File: src/hdl/csd_pkg.sv
// ----------------------------------------------------------------------------
// csd_pkg
// Shared types, codes and the card type table for the card socket detect
// and status block.
// ----------------------------------------------------------------------------
package csd_pkg;

  // item kinds carried on the input tuser
  typedef enum logic [1:0] {
    OP_TICK       = 2'd0,
    OP_POLL       = 2'd1,
    OP_SET_SOCKET = 2'd2
  } op_t;

  // voltage sense sequence phases
  typedef enum logic [1:0] {
    PH_IDLE     = 2'd0,
    PH_VS_FLOAT = 2'd1,
    PH_VS1_LOW  = 2'd2,
    PH_VS2_LOW  = 2'd3
  } phase_t;

  // configuration register indexes
  localparam logic CFG_EVENT_MASK   = 1'b0;
  localparam logic CFG_SETTLE_TICKS = 1'b1;

  localparam int EVENT_W  = 5;
  localparam int SETTLE_W = 10;
  localparam int KIND_W   = 6;
  localparam int IN_W     = 8;
  localparam int OUT_W    = 16;

  localparam logic [SETTLE_W-1:0] SETTLE_RESET = 10'd10;

  // card type flags
  localparam logic [KIND_W-1:0] KIND_PCCARD  = 6'h01;
  localparam logic [KIND_W-1:0] KIND_CARDBUS = 6'h02;
  localparam logic [KIND_W-1:0] KIND_5V      = 6'h04;
  localparam logic [KIND_W-1:0] KIND_3V      = 6'h08;
  localparam logic [KIND_W-1:0] KIND_XV      = 6'h10;
  localparam logic [KIND_W-1:0] KIND_YV      = 6'h20;

  typedef struct packed {
    phase_t               phase;
    logic [SETTLE_W-1:0]  settle_count;
    logic [5:0]           sense_bits;
    logic                 card_present;
    logic [KIND_W-1:0]    card_kind;
    logic [EVENT_W-1:0]   prev_status;
    logic                 reset_out;
    logic                 vs1_float;
    logic                 vs2_float;
    logic                 en_pcmcia;
    logic                 en_cardbus;
  } sock_state_t;

  typedef struct packed {
    logic                status_valid;
    logic [EVENT_W-1:0]  status;
    logic [EVENT_W-1:0]  events;
  } report_t;

  // sense bits: bit0 vs1, bit1 vs2 (both floated); bit2 cd1, bit3 cd2 (vs1 low);
  // bit4 cd1, bit5 cd2 (vs2 low)
  function automatic logic [KIND_W-1:0] kind_lookup(input logic [5:0] code);
    logic [KIND_W-1:0] k;
    case (code)
      6'd3:    k = KIND_PCCARD | KIND_5V;
      6'd2:    k = KIND_PCCARD | KIND_5V | KIND_3V;
      6'd0:    k = KIND_PCCARD | KIND_5V | KIND_3V | KIND_XV;
      6'd19:   k = KIND_CARDBUS | KIND_3V;
      6'd10:   k = KIND_CARDBUS | KIND_3V | KIND_XV;
      6'd33:   k = KIND_CARDBUS | KIND_3V | KIND_XV | KIND_YV;
      6'd1:    k = KIND_PCCARD | KIND_XV;
      6'd11:   k = KIND_CARDBUS | KIND_3V;
      6'd7:    k = KIND_CARDBUS | KIND_XV | KIND_YV;
      6'd35:   k = KIND_CARDBUS | KIND_YV;
      default: k = '0;
    endcase
    return k;
  endfunction

endpackage

File: src/hdl/csd_step.sv
// ----------------------------------------------------------------------------
// csd_step
// Next-state and report logic for one socket item.
// ----------------------------------------------------------------------------
module csd_step
  import csd_pkg::*;
(
  input  sock_state_t          state,
  input  logic [1:0]           operation,
  input  logic                 cd1_level,
  input  logic                 cd2_level,
  input  logic                 vs1_level,
  input  logic                 vs2_level,
  input  logic                 ready_level,
  input  logic                 reset_request,
  input  logic [EVENT_W-1:0]   event_mask,
  input  logic [SETTLE_W-1:0]  settle_ticks,
  output sock_state_t          state_next,
  output report_t              report
);

  logic               do_report;
  logic [KIND_W-1:0]  kind_sel;
  logic               present_sel;
  logic [EVENT_W-1:0] status;
  logic [5:0]         bits_p3;

  assign bits_p3 = state.sense_bits | {cd2_level, cd1_level, 4'b0000};

  always_comb begin
    state_next = state;
    do_report  = 1'b0;
    case (op_t'(operation))
      OP_TICK: begin
        if (state.phase != PH_IDLE) begin
          if (state.settle_count < settle_ticks) begin
            state_next.settle_count = state.settle_count + 1'b1;
          end else begin
            state_next.settle_count = '0;
            case (state.phase)
              PH_VS_FLOAT: begin
                state_next.sense_bits = state.sense_bits | {4'b0000, vs2_level, vs1_level};
                state_next.vs1_float  = 1'b0;
                state_next.vs2_float  = 1'b1;
                state_next.phase      = PH_VS1_LOW;
              end
              PH_VS1_LOW: begin
                state_next.sense_bits = state.sense_bits | {2'b00, cd2_level, cd1_level, 2'b00};
                state_next.vs1_float  = 1'b1;
                state_next.vs2_float  = 1'b0;
                state_next.phase      = PH_VS2_LOW;
              end
              default: begin
                state_next.sense_bits   = bits_p3;
                state_next.card_kind    = kind_lookup(bits_p3);
                state_next.vs1_float    = 1'b0;
                state_next.vs2_float    = 1'b0;
                state_next.en_pcmcia    = |(kind_lookup(bits_p3) & KIND_PCCARD);
                state_next.en_cardbus   = ~|(kind_lookup(bits_p3) & KIND_PCCARD);
                state_next.phase        = PH_IDLE;
                state_next.card_present = 1'b1;
                do_report               = 1'b1;
              end
            endcase
          end
        end
      end
      OP_POLL: begin
        if (state.phase == PH_IDLE) begin
          // new insertion kicks off the sense sequence with both pins floated
          if (!cd1_level && !cd2_level && !state.card_present) begin
            state_next.phase        = PH_VS_FLOAT;
            state_next.settle_count = '0;
            state_next.sense_bits   = '0;
            state_next.vs1_float    = 1'b1;
            state_next.vs2_float    = 1'b1;
          end else begin
            state_next.card_present = !cd1_level && !cd2_level;
            do_report               = 1'b1;
          end
        end
      end
      OP_SET_SOCKET: begin
        state_next.reset_out = reset_request ^
                               (state.card_present & |(state.card_kind & KIND_CARDBUS));
      end
      default: begin
      end
    endcase
  end

  assign kind_sel    = state_next.card_kind;
  assign present_sel = state_next.card_present;
  assign status      = {ready_level, |(kind_sel & KIND_XV), |(kind_sel & KIND_3V),
                        |(kind_sel & KIND_CARDBUS), present_sel};

  always_comb begin
    report = '0;
    if (do_report) begin
      report.status_valid = 1'b1;
      report.status       = status;
      report.events       = (status ^ state.prev_status) & event_mask;
    end
  end

  // previous status tracks the last report only; not folded into state_next above
  // to keep the report path simple

endmodule

File: src/hdl/card_socket_detect_and_status.sv
// ----------------------------------------------------------------------------
// card_socket_detect_and_status
// Card socket poller with voltage-sense card type detection.
// ----------------------------------------------------------------------------
// Items arrive on the s_ stream: s_tuser carries the item kind (tick, status
// poll or set socket), s_tdata the sampled pin levels. Every accepted beat
// gives exactly one result beat on the m_ stream: m_tuser flags a completed
// status report, m_tdata holds the status, masked change events and the
// current VS drive, card reset and logic enable levels.
// Each item passes an input register and a result register, and one item is
// taken per cycle while m_tready is high; the state update for an item is
// combinational logic ahead of the state and result registers.
// When m_tready is low the result register holds; the input register still
// takes one more beat, after which s_tready drops until the result leaves.
// Configuration: cfg_we writes cfg_data to register cfg_index (0 event
// mask, 1 settle ticks) at the clock edge, no wait states.
// Reset (rst, synchronous) empties both registers, sets the event mask to
// 0 and the settle ticks to 10, forgets any card and drives both VS pins
// low with both card logics disabled.
// ----------------------------------------------------------------------------
module card_socket_detect_and_status
  import csd_pkg::*;
(
  input  logic                 clk,
  input  logic                 rst,
  input  logic                 s_tvalid,
  output logic                 s_tready,
  // cd1_level, cd2_level, vs1_level, vs2_level, ready_level, reset_request, pad
  input  logic [IN_W-1:0]      s_tdata,
  // operation
  input  logic [1:0]           s_tuser,
  output logic                 m_tvalid,
  input  logic                 m_tready,
  // detected, is_cardbus, supports_3v, supports_xv, card_ready, events[4:0],
  // vs1_float, vs2_float, card_reset, enable_pcmcia, enable_cardbus, pad
  output logic [OUT_W-1:0]     m_tdata,
  // status_valid
  output logic                 m_tuser,
  input  logic                 cfg_we,
  input  logic                 cfg_index,
  input  logic [SETTLE_W-1:0]  cfg_data
);

  logic [EVENT_W-1:0]  event_mask;
  logic [SETTLE_W-1:0] settle_ticks;

  logic                in_valid;
  logic [1:0]          in_op;
  logic [5:0]          in_pins;
  logic                advance;

  sock_state_t         state;
  sock_state_t         state_next;
  sock_state_t         state_upd;
  report_t             report;

  logic                out_valid;
  logic [OUT_W-1:0]    out_data;
  logic                out_user;

  assign advance  = in_valid && (!out_valid || m_tready);
  assign s_tready = !in_valid || advance;

  always_ff @(posedge clk) begin
    if (rst) begin
      event_mask   <= '0;
      settle_ticks <= SETTLE_RESET;
    end else if (cfg_we) begin
      case (cfg_index)
        CFG_EVENT_MASK:   event_mask   <= cfg_data[EVENT_W-1:0];
        CFG_SETTLE_TICKS: settle_ticks <= cfg_data;
        default: begin
        end
      endcase
    end
  end

  always_ff @(posedge clk) begin
    if (rst) begin
      in_valid <= 1'b0;
    end else if (s_tvalid && s_tready) begin
      in_valid <= 1'b1;
    end else if (advance) begin
      in_valid <= 1'b0;
    end
  end

  always_ff @(posedge clk) begin
    if (s_tvalid && s_tready) begin
      in_op   <= s_tuser;
      in_pins <= s_tdata[5:0];
    end
  end

  csd_step u_step (
    .state         (state),
    .operation     (in_op),
    .cd1_level     (in_pins[0]),
    .cd2_level     (in_pins[1]),
    .vs1_level     (in_pins[2]),
    .vs2_level     (in_pins[3]),
    .ready_level   (in_pins[4]),
    .reset_request (in_pins[5]),
    .event_mask    (event_mask),
    .settle_ticks  (settle_ticks),
    .state_next    (state_next),
    .report        (report)
  );

  // last reported status is kept for change events
  always_comb begin
    state_upd = state_next;
    if (report.status_valid) begin
      state_upd.prev_status = report.status;
    end
  end

  always_ff @(posedge clk) begin
    if (rst) begin
      state <= '{phase: PH_IDLE, default: '0};
    end else if (advance) begin
      state <= state_upd;
    end
  end

  always_ff @(posedge clk) begin
    if (rst) begin
      out_valid <= 1'b0;
    end else if (advance) begin
      out_valid <= 1'b1;
    end else if (m_tready) begin
      out_valid <= 1'b0;
    end
  end

  always_ff @(posedge clk) begin
    if (advance) begin
      out_user <= report.status_valid;
      out_data <= {1'b0, state_next.en_cardbus, state_next.en_pcmcia,
                   state_next.reset_out, state_next.vs2_float, state_next.vs1_float,
                   report.events, report.status};
    end
  end

  assign m_tvalid = out_valid;
  assign m_tdata  = out_data;
  assign m_tuser  = out_user;

endmodule
File: config.mk
export PLATFORM = sky130hd
export DESIGN_NAME = card_socket_detect_and_status
export DESIGN_NICKNAME = d
export VERILOG_FILES = /design/src/hdl/csd_pkg.sv /design/src/hdl/csd_step.sv /design/src/hdl/card_socket_detect_and_status.sv
export SDC_FILE = /design/constraint.sdc
export NUM_CORES = 1
export LEC_CHECK = 0
export BUFFER_PORTS_ARGS = -buffer_cell sky130_fd_sc_hd__buf_2
export CORE_UTILIZATION = 56
export DETAILED_ROUTE_END_ITERATION = 8
export GPL_TIMING_DRIVEN = 0
export PLACE_DENSITY = 0.77
export SLEW_MARGIN = 20
export SYNTH_ARGS = -nofsm -noshare
export SYNTH_HDL_FRONTEND = slang
export SYNTH_HIERARCHICAL = 1
export SYNTH_SLANG_ARGS = --single-unit
File: constraint.sdc
create_clock -name clk -period 6.7 [get_ports clk]
set_input_delay 1.005 -clock clk [delete_from_list [all_inputs] [get_ports clk]]
set_output_delay 1.005 -clock clk [all_outputs]
set_load 0.05 [all_outputs]
==> summary.md <==
| Metric | Value |
|---|---|
| Final RePlAce weighted congestion | `between 0.9 and 1` |
| Leakage power of the design | `~1.8 nW` |
| Post-cts gate resize count | `0` |
| Overflow left after global routing | `0` |
| Data required, critical path | `just under 7 ns` |
| Setup TNS | `0 ns` |
| Worst hold-check path type | `reg2reg` |
| Hold path start | `settle_ticks[5]$_SDFFE_PP0P_` |
| Peak supply drop | `0.129 mV` |
| Number of I/O port buffers | `40` |
| Number of buffers added to fix hold violations after cts | `0` |
| Clock input transition at the sequential cells of the worst setup and hold paths | `0.08 ns` |
| Total routing resource utilization after global routing | `26.7%` |
| Status | `complete, no violations` |
| First-pass GRT wire length | `15100 µm` |
| Critical Path Start | `settle_ticks[7]$_SDFFE_PP0P_` |
| FF-to-FF End | `state[9]$_SDFFE_PP0P_` |
| Post-layout util | `65.8%` |
| Headroom to the max-slew limit | `26.8%` |
| Portion of the clock cycle consumed by the worst path in the final layout | `approximately 45%` |
| Number of failing hold endpoints at the final stage | `0` |
| Area of the core | `just under 7000 µm²` |
| Portion of total power attributed to the clock network | `38.6%` |
| Worst-case clock skew | `between 0.01 and 0.015 ns` |
| Number of ports placed on the die boundary | `45` |
| Clock tree from TritonCTS | `yes` |
| Rows | `30` |
| Clk root buf | `clkbuf_8` |
| Net switching component of the power | `0.252 mW` |
| Worst R2R Start | `settle_ticks[7]$_SDFFE_PP0P_` |
| Endpoint of the worst hold-timing path | `settle_ticks[5]$_SDFFE_PP0P_` |
| Worst-path fanout max | `5` |
| Slack of the worst reg-to-reg path | `3.71 ns` |
| Shortest period the worst path allows | `2.99 ns` |
| Die area | `between 7000 and 8000 µm²` |
| Share of post-route cells with drive strength above 1 | `about 19%` |
| Highest clock rate | `335 MHz` |
| Post-route antenna net violation count | `0` |
| Category of the most critical setup path | `reg2reg` |
| Crit path launch type | `register` |
| P_int | `0.712 mW` |
| R2r worst-path depth | `12` |
| DRC Markers | `0` |
| Clock sink count | `73` |
| Final Max Slew Viols | `0` |
| FF/Latch Area | `1700 µm²` |
| Pin count of the biggest net entering global routing | `22` |
| Clock Path Buffers | `2` |
| First DRT Iteration DRCs | `223` |
| Endpoint kind of the worst setup timing path | `register` |
| Vias in the first global route | `between 3000 and 4000` |
| Number of H-tree levels | `3` |
| Area delta synth->final | `13.9%` |
| Switching power share of the total | `26.1%` |
| Setup slack of the critical path after layout | `3.71 ns` |
| Vias | `3572` |
| Worst-margin pin slew | `1.10 ns` |
| Syn nets | `495` |
| Total design power | `0.964 mW` |
| Syn Area/Cell | `8.63 µm²` |
| First-pass iteration count of the detailed router | `5` |
| Part of the total power dissipated in sequential elements | `49.9%` |
| Layout filler cell count | `564` |
| Warning count from the yosys run | `6` |
| WL per Instance | `roughly 16 µm` |
| Number of max-cap violations | `0` |
| Number of standard cells after synthesis | `455` |
| Number of endpoints failing setup at the final stage | `0` |
| Post-CTS Setup Inserts | `0` |
| Post-synthesis instance area | `3930 µm²` |
| Starting density of the core | `57.8%` |
| Number of CTS-inserted buffers | `9` |
| Post-placement setup slack | `~3.8 ns` |
| Power density over cell area | `215 nW/µm²` |
| Count of antenna diodes in the layout | `0` |
| Worst hold slack | `0.461 ns` |
| Die span in y | `85.7 µm` |
| Nets@finish | `approximately 550` |
| DPL Wire Length | `6860 µm` |
| Post-DR vias/cell | `5.88` |
| Width of the die | `85.7 µm` |
| Area of the multi-input gates | `1930 µm²` |
| Gate power share | `11.4%` |
| Worst hold path stage count | `2` |
| Total wire length after detailed routing | `9490 µm` |
| Clock insertion delay at the later pin of the skew report | `0.35 ns` |
| Unrepaired setup endpoints after global routing | `no` |
| Initial antenna violation count | `0` |
| Data arrival, critical path | `3.25 ns` |
flip-flops by register name, indices dropped and copies added, names as in the netlist:
signal,cells
event_mask,5
in_op,2
in_pins,6
in_valid,1
m_tdata,15
m_tuser,1
m_tvalid,1
settle_ticks,10
state,32
worst max-delay path by stage:
| stage | to | slack (ns) | cells after the start |
|---|---|---|---|
| after floorplan | s_tready | 4.11 | 2 |
| after global placement | state[7]$_SDFFE_PP0P_ | 3.91 | 12 |
| after detailed placement | state[8]$_SDFFE_PP0P_ | 3.81 | 11 |
| after CTS | state[7]$_SDFFE_PP0P_ | 3.80 | 12 |
| after global routing | state[8]$_SDFFE_PP0P_ | 3.55 | 12 |
| final | state[9]$_SDFFE_PP0P_ | 3.71 | 12 |
critical path, cell delays in order, from the launching register on:
cell,delay (ns)
dfxtp_1,0.35
inv_1,0.06
ha_1,0.32
a21oi_1,0.21
o21ai_0,0.15
a31oi_1,0.40
a211o_1,0.34
buf_2,0.22
nand2_1,0.12
buf_4,0.17
clkbuf_2,0.17
mux2i_1,0.15
a211oi_1,0.23
placed cells by master, fill, tap and decap left out, types with 2 or more instances in the layout:
cell,count
a211oi_1,8
ha_1,14
clkbuf_1,9
buf_4,11
and3_1,5
o21ai_0,26
a22o_1,4
or3_1,4
mux2i_1,10
inv_4,2
and2_1,4
nand3_1,33
a31oi_1,9
o221ai_1,2
a21oi_1,61
nor2_1,33
dfxtp_1,49
nor3_1,2
nand2b_1,10
o22a_1,3
edfxtp_1,24
o21a_1,2
xor2_1,2
nand3b_1,2
nor3b_1,2
nand2_1,45
clkbuf_16,3
buf_2,50
buf_6,4
clkbuf_8,9
or2_2,2
inv_1,19
a41oi_1,2
nand4_1,4
clkbuf_2,3
a21o_1,4
o21ai_1,9
through the flow:
step | instances | cell area [µm²]
finish | 607 | 4470
floorplan | 455 | 3930
global placement | 591 | 4250
global route | 607 | 4470
detailed placement | 591 | 4250
CTS | 607 | 4470
per-layer routing:
layer	share of wire (%)	track usage [%]	routed length (µm)	vias to the layer above
met5	0	0	0	-
met1	46	36.0	4410	1681
met2	46	42.3	4400	143
met3	5.9	3.75	563	14
met4	1.2	13.0	115	0
li1	-	-	-	1734
area by class of cell:
class                      count  area share (%)
clock buffer                  12            4.45
sequential                    73            38.0
multi-input combinational    326            43.1
timing repair buffer          40            4.48
buffer                        37            5.06
clock inverter                 4           0.587
inverter                      19            1.59
tap                           96            2.69
power by group through the flow:
stage	clock network, mW	registers [mW]	logic, mW
4_1_cts	0.379	0.481	0.109
2_1_floorplan	0	0.504	0.0642
3_5_place_dp	0	0.491	0.108
3_3_place_gp	0	0.491	0.106
6_report	0.372	0.481	0.110
5_1_grt	0.396	0.483	0.119
(Power assumes the default switching activity.)
